`src/hdl/assert_macros.svh`:
```
// assertion macros included by the top-level rtl file
`ifndef ASSERT_MACROS_SVH
`define ASSERT_MACROS_SVH

// clocked check, masked while reset is high
`define BBSS_ASSERT(name, clk, rst, prop, msg) \
   name: assert property (@(posedge clk) disable iff (rst) prop) else $error(msg);

// clocked check that also holds during reset
`define BBSS_ASSERT_ALWAYS(name, clk, prop, msg) \
   name: assert property (@(posedge clk) prop) else $error(msg);

`endif

```
`src/hdl/bbss_pkg.sv`:
```
// shared types, constants and helpers of the byte buffer sort/search engine
package bbss_pkg;

   localparam int DEPTH_DEFAULT = 64;
   localparam int CMD_W         = 3;
   localparam int CHAR_W        = 8;
   localparam int STATUS_W      = 2;
   localparam int POS_W         = 6;

   // command codes
   localparam logic [CMD_W-1:0] CMD_APPEND  = 3'd0;
   localparam logic [CMD_W-1:0] CMD_SORT    = 3'd1;
   localparam logic [CMD_W-1:0] CMD_SEARCH  = 3'd2;
   localparam logic [CMD_W-1:0] CMD_DUMP    = 3'd3;
   localparam logic [CMD_W-1:0] CMD_DUMP_NV = 3'd4;
   localparam logic [CMD_W-1:0] CMD_CLEAR   = 3'd5;

   // status codes
   localparam logic [STATUS_W-1:0] ST_OK        = 2'd0;
   localparam logic [STATUS_W-1:0] ST_FULL      = 2'd1;
   localparam logic [STATUS_W-1:0] ST_NOT_FOUND = 2'd2;

   // which single-result response the datapath builds this cycle
   typedef enum logic [2:0] {
      RK_NONE,
      RK_DONE,
      RK_APPEND,
      RK_FOUND,
      RK_MISS,
      RK_DUMP_END
   } rsp_kind_type;

   // controller to datapath
   typedef struct packed {
      logic         load;
      logic         advance;
      logic         hold_load;
      logic         compare;
      logic         write_back;
      logic         append;
      logic         clear;
      logic         dump_take;
      logic         skip_vowels;
      rsp_kind_type rsp_kind;
   } dp_cmd_type;

   // datapath to controller
   typedef struct packed {
      logic fill_zero;
      logic fill_lt2;
      logic pos_last;
      logic match;
      logic more_rows;
   } dp_stat_type;

   function automatic logic is_vowel(input logic [CHAR_W-1:0] c);
      is_vowel = (c == "A") || (c == "E") || (c == "I") || (c == "O") || (c == "U") ||
                 (c == "a") || (c == "e") || (c == "i") || (c == "o") || (c == "u");
   endfunction

endpackage

```
`src/hdl/bbss_ram.sv`:
```
// generic single-write, single-read ram with registered read data
module bbss_ram #(
   parameter int WIDTH = bbss_pkg::CHAR_W,
   parameter int DEPTH = bbss_pkg::DEPTH_DEFAULT
) (
   input  logic                     clock,
   input  logic                     wr_en,
   input  logic [$clog2(DEPTH)-1:0] wr_addr,
   input  logic [WIDTH-1:0]         wr_data,
   input  logic [$clog2(DEPTH)-1:0] rd_addr,
   output logic [WIDTH-1:0]         rd_data
);

   logic [WIDTH-1:0] mem_ff [DEPTH];
   logic [WIDTH-1:0] rd_data_ff;

   always_ff @(posedge clock) begin
      if (wr_en) begin
         mem_ff[wr_addr] <= wr_data;
      end
      rd_data_ff <= mem_ff[rd_addr];
   end

   assign rd_data = rd_data_ff;

endmodule

```
`src/hdl/bbss_dpath.sv`:
```
// datapath: byte store, fill count, walk pointers, sort hold register, result registers
module bbss_dpath #(
   parameter int DEPTH = bbss_pkg::DEPTH_DEFAULT
) (
   input  logic                            clock,
   input  logic                            reset,
   input  bbss_pkg::dp_cmd_type            cmd,
   input  logic [bbss_pkg::CHAR_W-1:0]     req_char_in,
   output bbss_pkg::dp_stat_type           stat,
   output logic                            rsp_strobe,
   output logic [bbss_pkg::STATUS_W-1:0]   rsp_status,
   output logic                            rsp_has_char,
   output logic [bbss_pkg::CHAR_W-1:0]     rsp_char_out,
   output logic [bbss_pkg::POS_W-1:0]      rsp_position,
   output logic                            rsp_last
);
   import bbss_pkg::*;

   localparam int AW = $clog2(DEPTH);
   localparam int CW = $clog2(DEPTH + 1);

   logic [CHAR_W-1:0]   char_ff, char_in;
   logic [AW-1:0]       idx_ff, idx_in;
   logic [AW-1:0]       pos_ff, pos_in;
   logic [AW-1:0]       base_ff, base_in;
   logic [CHAR_W-1:0]   held_ff, held_in;
   logic [CW-1:0]       fill_ff, fill_in;
   logic                pend_valid_ff, pend_valid_in;
   logic [CHAR_W-1:0]   pend_char_ff, pend_char_in;
   logic [AW-1:0]       pend_pos_ff, pend_pos_in;
   logic                strobe_ff, strobe_in;
   logic [STATUS_W-1:0] status_ff, status_in;
   logic                has_ff, has_in;
   logic [CHAR_W-1:0]   out_char_ff, out_char_in;
   logic [POS_W-1:0]    out_pos_ff, out_pos_in;
   logic                last_ff, last_in;

   logic                wr_en;
   logic [AW-1:0]       wr_addr;
   logic [CHAR_W-1:0]   wr_data;
   logic [CHAR_W-1:0]   rd_data;
   logic                full;
   logic                emit_ok;

   bbss_ram #(
      .WIDTH (CHAR_W),
      .DEPTH (DEPTH)
   ) u_store (
      .clock   (clock),
      .wr_en   (wr_en),
      .wr_addr (wr_addr),
      .wr_data (wr_data),
      .rd_addr (idx_ff),
      .rd_data (rd_data)
   );

   assign full    = (fill_ff == CW'(DEPTH));
   assign emit_ok = !(cmd.skip_vowels && is_vowel(rd_data));

   assign stat.fill_zero = (fill_ff == '0);
   assign stat.fill_lt2  = (fill_ff < CW'(2));
   assign stat.pos_last  = (CW'(pos_ff) == (fill_ff - CW'(1)));
   assign stat.match     = (rd_data == char_ff);
   assign stat.more_rows = ((CW'(base_ff) + CW'(2)) < fill_ff);

   always_comb begin
      char_in       = char_ff;
      idx_in        = idx_ff;
      pos_in        = idx_ff;   // read data always belongs to last cycle's address
      base_in       = base_ff;
      held_in       = held_ff;
      fill_in       = fill_ff;
      pend_valid_in = pend_valid_ff;
      pend_char_in  = pend_char_ff;
      pend_pos_in   = pend_pos_ff;
      wr_en         = 1'b0;
      wr_addr       = pos_ff;
      wr_data       = held_ff;
      strobe_in     = 1'b0;
      status_in     = ST_OK;
      has_in        = 1'b0;
      out_char_in   = '0;
      out_pos_in    = '0;
      last_in       = 1'b0;

      if (cmd.load) begin
         char_in       = req_char_in;
         idx_in        = '0;
         base_in       = '0;
         pend_valid_in = 1'b0;
      end
      if (cmd.advance) begin
         idx_in = idx_ff + AW'(1);
      end
      if (cmd.hold_load) begin
         held_in = rd_data;
      end
      // exchange step: smaller byte moves into the held slot
      if (cmd.compare && (rd_data < held_ff)) begin
         wr_en   = 1'b1;
         wr_addr = pos_ff;
         wr_data = held_ff;
         held_in = rd_data;
      end
      if (cmd.write_back) begin
         wr_en   = 1'b1;
         wr_addr = base_ff;
         wr_data = held_ff;
         base_in = base_ff + AW'(1);
         idx_in  = base_ff + AW'(1);
      end
      if (cmd.append && !full) begin
         wr_en   = 1'b1;
         wr_addr = fill_ff[AW-1:0];
         wr_data = char_ff;
         fill_in = fill_ff + CW'(1);
      end
      if (cmd.clear) begin
         fill_in = '0;
      end

      // one-behind pending byte so the final dump result can carry last
      if (cmd.dump_take && emit_ok) begin
         if (pend_valid_ff) begin
            strobe_in   = 1'b1;
            has_in      = 1'b1;
            out_char_in = pend_char_ff;
            out_pos_in  = POS_W'(pend_pos_ff);
         end
         pend_valid_in = 1'b1;
         pend_char_in  = rd_data;
         pend_pos_in   = pos_ff;
      end

      case (cmd.rsp_kind)
         RK_NONE: begin
         end
         RK_DONE: begin
            strobe_in = 1'b1;
            last_in   = 1'b1;
         end
         RK_APPEND: begin
            strobe_in = 1'b1;
            last_in   = 1'b1;
            if (full) begin
               status_in = ST_FULL;
            end else begin
               out_pos_in = POS_W'(fill_ff);
            end
         end
         RK_FOUND: begin
            strobe_in  = 1'b1;
            last_in    = 1'b1;
            out_pos_in = POS_W'(pos_ff);
         end
         RK_MISS: begin
            strobe_in = 1'b1;
            last_in   = 1'b1;
            status_in = ST_NOT_FOUND;
         end
         RK_DUMP_END: begin
            strobe_in = 1'b1;
            last_in   = 1'b1;
            if (pend_valid_ff) begin
               has_in      = 1'b1;
               out_char_in = pend_char_ff;
               out_pos_in  = POS_W'(pend_pos_ff);
            end
         end
         default: begin
         end
      endcase
   end

   always_ff @(posedge clock) begin
      if (reset) begin
         fill_ff   <= '0;
         strobe_ff <= 1'b0;
      end else begin
         fill_ff   <= fill_in;
         strobe_ff <= strobe_in;
      end
      char_ff       <= char_in;
      idx_ff        <= idx_in;
      pos_ff        <= pos_in;
      base_ff       <= base_in;
      held_ff       <= held_in;
      pend_valid_ff <= pend_valid_in;
      pend_char_ff  <= pend_char_in;
      pend_pos_ff   <= pend_pos_in;
      status_ff     <= status_in;
      has_ff        <= has_in;
      out_char_ff   <= out_char_in;
      out_pos_ff    <= out_pos_in;
      last_ff       <= last_in;
   end

   assign rsp_strobe   = strobe_ff;
   assign rsp_status   = status_ff;
   assign rsp_has_char = has_ff;
   assign rsp_char_out = out_char_ff;
   assign rsp_position = out_pos_ff;
   assign rsp_last     = last_ff;

endmodule

```
`src/hdl/bbss_ctrl.sv`:
```
// controller: command sequencing state machine
module bbss_ctrl (
   input  logic                         clock,
   input  logic                         reset,
   input  logic                         start,
   input  logic [bbss_pkg::CMD_W-1:0]   req_command,
   input  bbss_pkg::dp_stat_type        stat,
   output bbss_pkg::dp_cmd_type         cmd,
   output logic                         busy
);
   import bbss_pkg::*;

   typedef enum logic [3:0] {
      S_IDLE,
      S_DISPATCH,
      S_SORT_LOAD,
      S_SORT_HOLD,
      S_SORT_CMP,
      S_SORT_WB,
      S_SRCH_CMP,
      S_DUMP_EMIT,
      S_DUMP_END
   } state_type;

   state_type          state_ff, state_in;
   logic               busy_ff, busy_in;
   logic [CMD_W-1:0]   op_ff, op_in;

   always_comb begin
      state_in = state_ff;
      busy_in  = busy_ff;
      op_in    = op_ff;
      cmd      = '0;
      cmd.rsp_kind    = RK_NONE;
      cmd.skip_vowels = (op_ff == CMD_DUMP_NV);

      case (state_ff)
         S_IDLE: begin
            if (start && !busy_ff) begin
               cmd.load = 1'b1;
               op_in    = req_command;
               busy_in  = 1'b1;
               state_in = S_DISPATCH;
            end
         end
         S_DISPATCH: begin
            case (op_ff)
               CMD_APPEND: begin
                  cmd.append   = 1'b1;
                  cmd.rsp_kind = RK_APPEND;
                  busy_in      = 1'b0;
                  state_in     = S_IDLE;
               end
               CMD_SORT: begin
                  if (stat.fill_lt2) begin
                     cmd.rsp_kind = RK_DONE;
                     busy_in      = 1'b0;
                     state_in     = S_IDLE;
                  end else begin
                     cmd.advance = 1'b1;
                     state_in    = S_SORT_HOLD;
                  end
               end
               CMD_SEARCH: begin
                  if (stat.fill_zero) begin
                     cmd.rsp_kind = RK_MISS;
                     busy_in      = 1'b0;
                     state_in     = S_IDLE;
                  end else begin
                     cmd.advance = 1'b1;
                     state_in    = S_SRCH_CMP;
                  end
               end
               CMD_DUMP, CMD_DUMP_NV: begin
                  if (stat.fill_zero) begin
                     state_in = S_DUMP_END;
                  end else begin
                     cmd.advance = 1'b1;
                     state_in    = S_DUMP_EMIT;
                  end
               end
               CMD_CLEAR: begin
                  cmd.clear    = 1'b1;
                  cmd.rsp_kind = RK_DONE;
                  busy_in      = 1'b0;
                  state_in     = S_IDLE;
               end
               default: begin
                  cmd.rsp_kind = RK_DONE;
                  busy_in      = 1'b0;
                  state_in     = S_IDLE;
               end
            endcase
         end
         S_SORT_LOAD: begin
            cmd.advance = 1'b1;
            state_in    = S_SORT_HOLD;
         end
         S_SORT_HOLD: begin
            cmd.hold_load = 1'b1;
            cmd.advance   = 1'b1;
            state_in      = S_SORT_CMP;
         end
         S_SORT_CMP: begin
            cmd.compare = 1'b1;
            cmd.advance = 1'b1;
            if (stat.pos_last) begin
               state_in = S_SORT_WB;
            end
         end
         S_SORT_WB: begin
            cmd.write_back = 1'b1;
            if (stat.more_rows) begin
               state_in = S_SORT_LOAD;
            end else begin
               cmd.rsp_kind = RK_DONE;
               busy_in      = 1'b0;
               state_in     = S_IDLE;
            end
         end
         S_SRCH_CMP: begin
            if (stat.match) begin
               cmd.rsp_kind = RK_FOUND;
               busy_in      = 1'b0;
               state_in     = S_IDLE;
            end else if (stat.pos_last) begin
               cmd.rsp_kind = RK_MISS;
               busy_in      = 1'b0;
               state_in     = S_IDLE;
            end else begin
               cmd.advance = 1'b1;
            end
         end
         S_DUMP_EMIT: begin
            cmd.dump_take = 1'b1;
            cmd.advance   = 1'b1;
            if (stat.pos_last) begin
               state_in = S_DUMP_END;
            end
         end
         S_DUMP_END: begin
            cmd.rsp_kind = RK_DUMP_END;
            busy_in      = 1'b0;
            state_in     = S_IDLE;
         end
         default: begin
            busy_in  = 1'b0;
            state_in = S_IDLE;
         end
      endcase
   end

   always_ff @(posedge clock) begin
      if (reset) begin
         state_ff <= S_IDLE;
         busy_ff  <= 1'b0;
      end else begin
         state_ff <= state_in;
         busy_ff  <= busy_in;
      end
      op_ff <= op_in;
   end

   assign busy = busy_ff;

endmodule

```
`src/hdl/byte_buffer_sort_search.sv`:
```
// top level of the byte buffer engine: append, exchange sort, search, dump (all bytes or non-vowels), clear
//
//  channel   ports                                         transfer
//  --------  --------------------------------------------  --------------------------
//  request   req_command, req_char_in                      start high while busy low
//  response  rsp_status, rsp_has_char, rsp_char_out,       rsp_strobe high, one cycle
//            rsp_position, rsp_last
//
//  append, clear, unused codes: result set up in the dispatch state, then registered
//  search, dump: one entry read per cycle
//  sort of n >= 2 bytes: one compare-and-swap per cycle through the single store read port
//  reset clears the fill count and the controller; store contents are not cleared
//  results cannot be stalled; busy stays high until the last result is issued
module byte_buffer_sort_search #(
   parameter int DEPTH = bbss_pkg::DEPTH_DEFAULT
) (
   input  logic                            clock,
   input  logic                            reset,
   input  logic                            start,
   output logic                            busy,
   input  logic [bbss_pkg::CMD_W-1:0]      req_command,
   input  logic [bbss_pkg::CHAR_W-1:0]     req_char_in,
   output logic                            rsp_strobe,
   output logic [bbss_pkg::STATUS_W-1:0]   rsp_status,
   output logic                            rsp_has_char,
   output logic [bbss_pkg::CHAR_W-1:0]     rsp_char_out,
   output logic [bbss_pkg::POS_W-1:0]      rsp_position,
   output logic                            rsp_last
);
   import bbss_pkg::*;

   `include "assert_macros.svh"

   // command and status buses between sequencer and datapath
   dp_cmd_type  dp_cmd;
   dp_stat_type dp_stat;

   // sequencer: walks each command through its datapath steps
   bbss_ctrl u_ctrl (
      .clock       (clock),
      .reset       (reset),
      .start       (start),
      .req_command (req_command),
      .stat        (dp_stat),
      .cmd         (dp_cmd),
      .busy        (busy)
   );

   // datapath: store ram, pointers, hold register and result registers
   bbss_dpath #(
      .DEPTH (DEPTH)
   ) u_dpath (
      .clock        (clock),
      .reset        (reset),
      .cmd          (dp_cmd),
      .req_char_in  (req_char_in),
      .stat         (dp_stat),
      .rsp_strobe   (rsp_strobe),
      .rsp_status   (rsp_status),
      .rsp_has_char (rsp_has_char),
      .rsp_char_out (rsp_char_out),
      .rsp_position (rsp_position),
      .rsp_last     (rsp_last)
   );

   // a request transfer always starts a busy period
   `BBSS_ASSERT(a_accept_busy, clock, reset, (start && !busy) |=> busy, "accept without busy")
   // results only come out of work started while busy
   `BBSS_ASSERT(a_strobe_after_busy, clock, reset, rsp_strobe |-> $past(busy), "stray result")
   // a dumped byte is only flagged on a real result
   `BBSS_ASSERT(a_has_needs_strobe, clock, reset, rsp_has_char |-> rsp_strobe, "has_char no strobe")
   // only dump bytes can be non-final results
   `BBSS_ASSERT(a_mid_has_char, clock, reset, (rsp_strobe && !rsp_last) |-> rsp_has_char,
      "non-final result without byte")

endmodule
```
`config.mk`:
```
export PLATFORM = sky130hd
export DESIGN_NAME = byte_buffer_sort_search
export DESIGN_NICKNAME = d
export VERILOG_FILES = /design/src/hdl/bbss_pkg.sv /design/src/hdl/bbss_ram.sv /design/src/hdl/bbss_dpath.sv /design/src/hdl/bbss_ctrl.sv /design/src/hdl/byte_buffer_sort_search.sv
export VERILOG_INCLUDE_DIRS = /design/src /design/src/hdl
export SDC_FILE = /design/constraint.sdc
export NUM_CORES = 1
export LEC_CHECK = 0
export BUFFER_PORTS_ARGS = -buffer_cell sky130_fd_sc_hd__buf_2
export CAP_MARGIN = 40
export CORE_ASPECT_RATIO = 1.2
export CORE_MARGIN = 5
export CORE_UTILIZATION = 60
export CTS_CLUSTER_SIZE = 8
export DETAILED_ROUTE_END_ITERATION = 6
export GPL_ROUTABILITY_DRIVEN = 0
export PLACE_DENSITY = 0.74
export SYNTH_ARGS = -nofsm -noshare
export SYNTH_HDL_FRONTEND = slang
export SYNTH_HIERARCHICAL = 1
export SYNTH_SLANG_ARGS = --single-unit
```
`constraint.sdc`:
```
create_clock -name clock -period 3.9 [get_ports clock]
set_input_delay 0 -clock clock [delete_from_list [all_inputs] [get_ports clock]]
set_output_delay 0 -clock clock [all_outputs]
set_load 0.1 [all_outputs]
```
Word-level counts from Yosys, hierarchy flattened
Memories as Yosys holds them, arrays and structs flattened. A register that Yosys moved wholly into a read port is not among the register bits.
Cells that the tools add are included.
{ "word_totals": {"regBits": 83, "word_cells": 170, "mem_bits_rw": 512, "inputBits": 14, "output_inout_bits": 20, "memories": 1} }
{ "classes": {"reduce_logical": 31, "n_eq_ne": 39, "magnitude_cmp": 3, "bitwise": 1, "n_mux": 72, "add_sub_neg": 5} }
{ "mem_list": {"columns": ["name", "words", "word_bits", "read_ports", "rd_ports_with_merged_regs", "wr", "line_no", "source"], "rows": [
  ["u_dpath.u_store.mem_ff", 64, 8, 1, 1, 1, "bbss_ram.sv:14", "logic [WIDTH-1:0] mem_ff [DEPTH];"]
]} }
{ "ops": {"columns": ["op", "n"], "rows": [
  ["equality test 8 x 7 -> 1 bit, second input constant", 10],
  ["2-to-1 mux 6 bit", 10],
  ["2-to-1 mux 8 bit", 7],
  ["2-to-1 mux 1 bit", 32],
  ["case mux 4 bit (8 select lines)", 1],
  ["2-to-1 mux 4 bit", 6],
  ["case mux 3 bit (4 select lines)", 2],
  ["case mux 6 bit (3 select lines)", 1],
  ["equality test 4 x 3 -> 1 bit, second input constant", 4],
  ["adder 6 x 1 -> 6 bit, second input constant", 2],
  ["equality test 3 x 2 -> 1 bit, second input constant", 4],
  ["equality test 3 bit, second input constant", 4],
  ["2-to-1 mux 3 bit", 4],
  ["case mux 4 bit (3 select lines)", 1],
  ["logical OR 1 bit", 9],
  ["!= test 3 bit, second input constant", 3],
  ["equality test 4 x 2 -> 1 bit, second input constant", 2],
  ["equality test 8 bit", 1],
  ["less-than comparator 8 bit", 1],
  ["!= test 2 bit, second input constant", 4],
  ["adder 6 x 2 -> 7 bit, second input constant", 1],
  ["adder 7 x 1 -> 7 bit, second input constant", 1],
  ["equality test 6 x 7 -> 1 bit", 1],
  ["equality test 7 bit, second input constant", 1],
  ["other kinds (27)", 39]
]} }

Longest topological paths before layout
Gate-level depths: netlist of the first run.
{ "logic_depth": {"ltp_word": 16, "mapped_depth": 15, "mapped_depth_nobuf": 15} }

Hierarchy
The synthesis of the first run kept the hierarchy.
{ "modules_own_cells": {"columns": ["mod", "instances", "cells_each", "area_each_um2", "seq_area_each_um2"], "rows": [
  ["bbss_ram", 1, 940, 20166.8, 15534.9],
  ["bbss_dpath", 1, 330, 3577.2, 1921.8],
  ["bbss_ctrl", 1, 100, 738.2, 190.2]
]} }

Least setup slack after synthesis of the first run
No wires, ideal clock.
{ "synth_path": {"path_type": "register -> register", "from": "reg u_ctrl.state_ff[0]", "to": "mem u_dpath/u_store/mem_ff[0][6] in the netlist's numbering, data pin", "arrival_time_ps": 3067, "required_ps": 3382, "path_slack_ps": 315, "setup_ps": 518, "stages_incl_launch_ff": 10, "path_cell_list": "dfxtp_1 nand2b_4 or3_4 nor4_1 clkbuf_1 inv_1 a31oi_1 buf_2 nand2_1 o21ai_1"} }
{ "synth_lines": {"columns": ["item", "line_no", "source"], "rows": [
  ["start, declared", "bbss_ctrl.sv:25", "state_type state_ff, state_in;"],
  ["start signal, assigned", "bbss_ctrl.sv:158", "state_ff <= state_in;"],
  ["end, declared", "bbss_ram.sv:14", null]
]} }

==> results of run 1 <==
[cell usage after synthesis, types with 3 or more instances]
master | number | area, um^2
nand2_1 | 59 | 221
mux2i_1 | 34 | 340
dfxtp_1 | 46 | 921
a211oi_1 | 7 | 52.6
buf_4 | 14 | 105
nand3_1 | 21 | 105
nor2_1 | 111 | 417
buf_1 | 4 | 15.0
a21oi_1 | 15 | 75.1
nand3b_1 | 5 | 37.5
mux4_2 | 126 | 2840
a22oi_1 | 5 | 37.5
nor2b_1 | 18 | 113
edfxtp_1 | 557 | 16700
mux2_2 | 13 | 146
a21o_1 | 7 | 52.6
a221oi_1 | 6 | 52.6
xor2_1 | 8 | 70.1
o211ai_1 | 4 | 30.0
a31oi_1 | 8 | 50.1
o41ai_1 | 3 | 26.3
and2_1 | 13 | 81.3
or3_1 | 5 | 31.3
inv_1 | 31 | 116
nand2b_1 | 18 | 113
o221ai_1 | 8 | 70.1
o21ai_0 | 13 | 65.1
o2111ai_1 | 3 | 26.3
clkbuf_1 | 24 | 90.1
nand4_1 | 9 | 56.3
o2bb2ai_1 | 7 | 61.3
nor3_1 | 20 | 100
o32ai_1 | 4 | 35.0
xnor2_1 | 22 | 193
ha_1 | 19 | 238
o21ai_1 | 20 | 100
buf_2 | 21 | 105
o21a_1 | 4 | 30.0
nor4_1 | 3 | 18.8
and3_1 | 3 | 18.8
buf_6 | 5 | 56.3
o22ai_1 | 12 | 75.1
[state kept, by name, indices dropped and copies added, names as in the netlist, 3 cells and up]
name	cells
u_dpath/rsp_char_out	8
u_dpath/pend_char_ff	8
u_dpath/base_ff	6
u_dpath/rsp_position	6
u_dpath/idx_ff	6
u_dpath/held_ff	8
u_dpath/fill_ff	7
u_dpath/pos_ff	6
u_dpath/char_ff	8
u_dpath/pend_pos_ff	6
u_dpath/u_store/rd_data	8
u_ctrl/state_ff	4
u_dpath/u_store/mem_ff	512
u_ctrl/op_ff	3
[power by group]
part	internal (mW)	switching, mW
registers	7.82	0.411
clock network	3.95	2.52
logic	2.44	3.49
total	14.2	6.42
[timing repair]
item	4_1_cts	5_1_grt
hold endpoints to repair	25	0
resized for setup	0	13
hold buffers	13	0
endpoints found under the setup margin	0	89
[metal layers]
layer  GRT usage, %  part of all wire, %  vias to the layer above
li1               -                    -                     5782
met1           32.6                   36                     6805
met2           43.6                   51                      701
met3           4.71                  8.2                      147
met4           11.0                  4.2                        0
met5              0                    0                        -
[area by class of cell]
class | count | area, um^2
clock buffers | 108 | 2230
clock inverters | 4 | 63.8
fillers | 2524 | 12100
inverters | 31 | 116
multi-input cells | 666 | 6440
flip-flops and latches | 603 | 17600
well taps | 539 | 674
repair buffers | 149 | 1290
[stage by stage]
| stage | setup TNS (ns) | cells |
|---|---|---|
| CTS | 0 | 2100 |
| finish | 0 | 2100 |
| global route | -4.23 | 2100 |
| floorplan | 0 | 1370 |
| global placement | 0 | 1968 |
| detailed placement | 0 | 1975 |
[path summary, 6_finish.rpt]
kind / end / slack [ns] / depth (start not counted)
setup / recovery: u_dpath/u_store/mem_ff[32][2] / 0.08 / 9
hold / removal: u_ctrl/op_ff[0] / 0.11 / 2
hold reg to reg: u_dpath/rsp_char_out[4] / 0.45 / 1
setup reg to reg: u_dpath/u_store/mem_ff[32][2] / 0.08 / 9
[logic make-up (layout without fill, tap and decap cells)]
| group | Yosys count | in the layout | share of synthesized area, % |
|---|---|---|---|
| flip-flops | 603 | 603 | 72.1 |
| AND/OR/NAND/NOR | 299 | 299 | 5.92 |
| multiplexers | 173 | 173 | 13.6 |
| AO/OA/AOI/OAI | 145 | 145 | 4.22 |
| buffers and inverters | 101 | 292 | 2.16 |
| XOR/XNOR | 30 | 30 | 1.07 |
| adder cells (fa/ha/maj) | 19 | 19 | 0.971 |
==> out/qor.yml, run 1 <==
detailed_routing:
  antenna_left: 0
  wl_per_cell_um: 26.8
  num_vias: 13400
  wirelength_um: 56400
  drc_errors: 0
  vias_per_cell: 6.40
  drtIter0Drc: 1315
  dr.pass1.iters: 5
sta:
  setup_viol: 0
  finalHoldViolations: 0
  period_share_pct: 97.9
  finalCriticalPeriod_ns: 3.82
  worstMarginPinSlew_ns: 0.904
  whs_ns: 0.113
  slew_headroom_pct: 39.8
  post-route-worst-setup-slack_ns: 0.0811
  skew_ns: 0.0270
  fmax_mhz: 262
  final_max_slew_viol_count: 0
  rsz0062_at_grt: "yes"
worst_setup_path:
  crit_slowest_cell: "dfxtp_1"
  worstReg2RegStart: "u_ctrl/state_ff[0]"
  cp_cell_sequence: "nand2b_4 > or3_4 > nor4_1 > inv_1 > a31oi_4 > or3_1 > nor2b_1 > nand2_1 > nor2_2"
  crit_path_max_incr_delay_ns: 0.57
  worstSetupStartpoint: "u_ctrl/state_ff[0]"
  crit_required_ns: 4.15
  cp_data_arrival_time_ns: 4.07
  critPathMaxFanout: 13
  start_kind: "flop"
  path_buf_inv: 1
  cp-end-kind: "flop"
  crit_family: "simple AND/OR/NAND/NOR gates"
  setup.worst_path.class: "reg2reg"
clock_tree:
  cts.clk_slew.worst_paths_ns: 0.05
  cts_setup_buffers: 0
  cts-root-buf: "clkbuf_16"
  cts.sinks: 603
  cts_tree: "done"
  cts_buffers: 85
  h-tree-depth: 3
  insertion_delay_ns: 0.61
  clockBufferDepth: 3
floorplan:
  initial_core_util_pct: 60.4
  rows: 81
  die_w_um: 194
  core_area_mm2: 0.0405
  die_area_mm2: 0.0450
  io-pin-count: 34
  die_y_um: 231
finish:
  finalInstanceArea_mm2: 0.0285
  drive_gt1_share_pct: 25.5
  area_growth_pct: 16.3
  layout_commonest_cell: "edfxtp_1"
  final_core_util_pct: 70.2
  diodes: 0
  layout.cells.most_common_list: "edfxtp_1, mux4_2, nor2_1"
  final_nets: 1569
synthesis:
  netlist_instances: 1370
  syn_nets: 1403
  yosysUniqueCellTypes: 69
  synth_ff_type: "edfxtp_1"
  ys_async_sr_fraction_pct: 0
  syn-cell-area_mm2: 0.0245
  synth_seq_cells: 603
  synth_area_per_cell_um2: 17.9
  seq_area_frac_synth_pct: 72.1
  yosys_warnings: 6
  synth_edf_count: 557
pwr:
  power_density_mw_per_mm2: 725
  ir_drop_mv: 0.557
  leakagePower_nw: 9.36
  finalPower_mw: 20.6
worst_hold_path:
  hp-start: "req_command[0]"
  hold_class: "in2reg"
global_route:
  grt_first_pass_wirelength_um: 85900
  grt_overflow: 0
  grt_max_degree: 77
  grt_antenna_before_repair: 0
  grt_pass1_vias: 13900
  groute.usage.overall_pct: 25.6
placed_design:
  pre_cts_ws_ns: 0.0545
  hpwl_um: 35500
  placed_area_mm2: 0.0260
  port_buffers: 33
run_status:
  status: "finished clean"
job:
  drv_cap: 0
Power figures use the tool's default switching activity.
==> inputs of run 2 (changes only) <==
--- a/config.mk
+++ b/config.mk
@@ -10,11 +10,12 @@
 export CAP_MARGIN = 40
 export CORE_ASPECT_RATIO = 1.2
 export CORE_MARGIN = 5
-export CORE_UTILIZATION = 60
+export CORE_UTILIZATION = 35
 export CTS_CLUSTER_SIZE = 8
 export DETAILED_ROUTE_END_ITERATION = 6
 export GPL_ROUTABILITY_DRIVEN = 0
-export PLACE_DENSITY = 0.74
+export PLACE_DENSITY = 0.49
+export RECOVER_POWER = 50
 export SYNTH_ARGS = -nofsm -noshare
 export SYNTH_HDL_FRONTEND = slang
 export SYNTH_HIERARCHICAL = 1
==> constraint.sdc (replaced) <==
create_clock -name clock -period 3.2 [get_ports clock]
set_input_delay 0 -clock clock [delete_from_list [all_inputs] [get_ports clock]]
set_output_delay 0 -clock clock [all_outputs]
set_load 0.1 [all_outputs]
==> run 2 against run 1 <==
Design area grew 5.2%. Sequential cell count did not move. Largest cell class unchanged. Wire length rose by 11%. Die area is 68% higher. Maximum frequency grew 23%. Clock power grew 24%. Global-route usage shrank 8.9 points. Largest power group unchanged.
==> out/qor.yml, run 2 (same netlist as run 1, synthesis figures left out) <==
run_status:
  status: "finished clean"  # unchanged
finish:
  drive_gt1_share_pct: 29.5  # was 25.5%
  fillers: 6134  # was 2524
  ff_latch_area_mm2: 0.0176  # about the same
  area_growth_pct: 22.3  # was 16.3%
  largest_register: "u_dpath/u_store/mem_ff"  # unchanged
  final_core_util_pct: 43.1  # was 70.2%
  multi_input_area_mm2: 0.00668  # was 0.00644 mm^2
  layout_commonest_cell: "edfxtp_1"  # unchanged
  final_nets: 1642  # was 1569
  largest_reg_flops: 512  # unchanged
  layout.cells.most_common_list: "edfxtp_1, mux4_2, buf_4"  # was edfxtp_1, mux4_2, nor2_1
detailed_routing:
  wl_per_cell_um: 24.4  # was 26.8 um
  num_vias: 13200  # was 13.4k
  dr.pass1.iters: 5  # unchanged
  antenna_left: 0  # unchanged
  vias_per_cell: 5.15  # was 6.40
  wirelength_um: 62400  # was 56400 um
  drtIter0Drc: 716  # was 1315
  drc_errors: 0  # unchanged
global_route:
  grt_antenna_before_repair: 0  # unchanged
  met1_usage_pct: 21.4  # was 32.6%
  grt_overflow: 0  # unchanged
  grt_pass1_vias: 14200  # was 13.9k
  use_met2_pct: 28.4  # was 43.6%
  grt_max_degree: 65  # was 77
  grt_first_pass_wirelength_um: 94100  # was 85900 um
  groute.usage.overall_pct: 16.6  # was 25.6%
  use_met3_pct: 3.02  # was 4.71%
  grt-busiest-layer: "met2"  # unchanged
floorplan:
  die_y_um: 300  # was 231 um
  die_area_mm2: 0.0754  # was 0.0450 mm^2
  io-pin-count: 34  # unchanged
  initial_core_util_pct: 35.2  # was 60.4%
  core_area_mm2: 0.0695  # was 0.0405 mm^2
  die_w_um: 251  # was 194 um
  rows: 106  # was 81
sta:
  finalCriticalPeriod_ns: 3.10  # was 3.82 ns
  fmax_mhz: 323  # was 262 MHz
  rsz0062_at_grt: "yes"  # unchanged
  worstMarginPinSlew_ns: 1.22  # was 0.904 ns
  finalHoldViolations: 0  # unchanged
  skew_ns: 0.0306  # was 0.0270 ns
  final_max_slew_viol_count: 0  # unchanged
  slew_headroom_pct: 19.0  # was 39.8%
  whs_ns: 0.0965  # was 0.113 ns
  period_share_pct: 96.8  # was 97.9%
  setup_viol: 0  # unchanged
worst_setup_path:
  cp-end-kind: "flop"  # unchanged
  reg2regPathDepth: 11  # was 9
  reg2reg_slack_ns: 0.10  # was 0.08 ns
  worstReg2RegStart: "u_ctrl/state_ff[2]"  # was u_ctrl/state_ff[0]
  critPathMaxFanout: 8  # was 13
  timing.rr.end: "u_dpath/u_store/mem_ff[6][0]"  # was u_dpath/u_store/mem_ff[32][2]
  start_kind: "flop"  # unchanged
  setup.worst_path.class: "reg2reg"  # unchanged
  cp_data_arrival_time_ns: 3.39  # was 4.07 ns
  crit_required_ns: 3.49  # was 4.15 ns
pwr:
  ir_drop_mv: 0.502  # was 0.557 mV
  finalPower_mw: 26.1  # was 20.6 mW
  power_density_mw_per_mm2: 873  # was 725 mW/mm^2
  leakagePower_nw: 9.65  # was 9.36 nW
placed_design:
  port_buffers: 33  # unchanged
  hpwl_um: 41000  # was 35500 um
clock_tree:
  cts-root-buf: "clkbuf_16"  # unchanged
  clockBufferDepth: 3  # unchanged
  insertion_delay_ns: 0.61  # about the same
  cts.sinks: 603  # unchanged
  cts_tree: "done"  # unchanged
  cts_buffers: 85  # unchanged
  h-tree-depth: 3  # unchanged
  cts.clk_slew.worst_paths_ns: 0.06  # was 0.05 ns
worst_hold_path:
  hold_class: "in2reg"  # unchanged
  min_path_cells: 2  # unchanged
  hp-start: "req_char_in[6]"  # was req_command[0]
  hold_end: "u_dpath/char_ff[6]"  # was u_ctrl/op_ff[0]
job:
  drv_cap: 0  # unchanged
[run 2: layout make-up]
type / instances / share of cell area [%]
Tap cell: 918 / 3.84
Timing Repair Buffer: 222 / 6.67
Multi-Input combinational cell: 666 / 22.3
Clock inverter: 4 / 0.196
Clock buffer: 113 / 7.63
Inverter: 31 / 0.389
Sequential cell: 603 / 59.0
Antenna cell: 1 / 0.00836
[run 2: how the worst max path moves through the flow]
stage / to / slack [ns] / depth (start not counted) / start
floorplan: u_dpath/u_store/mem_ff[49][0] / -0.21 / 12 / u_ctrl/state_ff[0]
global placement: u_dpath/u_store/mem_ff[20][7] / -0.24 / 12 / u_ctrl/state_ff[2]
detailed placement: u_dpath/rsp_position[0] / -0.18 / 14 / u_dpath/fill_ff[1]
CTS: u_dpath/u_store/mem_ff[48][3] / 0.007 / 11 / u_dpath/fill_ff[2]
global route: u_dpath/u_store/mem_ff[48][3] / -0.08 / 12 / u_ctrl/state_ff[2]
finish: u_dpath/u_store/mem_ff[6][0] / 0.10 / 11 / u_ctrl/state_ff[2]
[run 2: worst max-delay path, cell delays in order (launching register included)]
cell      delay (ns)
dfxtp_1         0.31
nand2b_4        0.14
or3_4           0.36
nor4_2          0.16
buf_4           0.16
inv_1           0.06
a31oi_4         0.29
o21ai_1         0.25
or3_1           0.47
buf_4           0.19
nor2_1          0.16
buf_4           0.22
[run 2: repair_timing]
item,in CTS,in global routing
endpoints found under the setup margin,152,370
hold endpoints to repair,33,0
pin swaps,0,2
buffers inserted,2,0
hold buffers,13,0
resized for setup,26,17
[run 2: per-layer routing]
metal,share of wire (%),wire (um)
met4,3.3,2070
met1,42,26100
met3,4.1,2570
met5,0,0
met2,51,31600
[run 2: report_power, final]
group          internal [mW]  switching, mW  total [mW]
sequential              9.53          0.351        9.89
combinational           3.45           4.77        8.22
clock                   4.90           3.12        8.02
total                   17.9           8.24        26.1
[run 2: per-stage QoR]
| step | TNS (ns) | worst slack [ns] | instances | instance area [um^2] |
|---|---|---|---|---|
| floorplan | -19.54 | -0.212 | 1370 | 24600 |
| detailed placement | -9.04 | -0.179 | 2425 | 27400 |
| global route | -1.68 | -0.0779 | 2557 | 29900 |
| CTS | 0 | 0.00745 | 2557 | 30000 |
| finish | 0 | 0.102 | 2558 | 29900 |
| global placement | -11.95 | -0.244 | 2417 | 27300 |
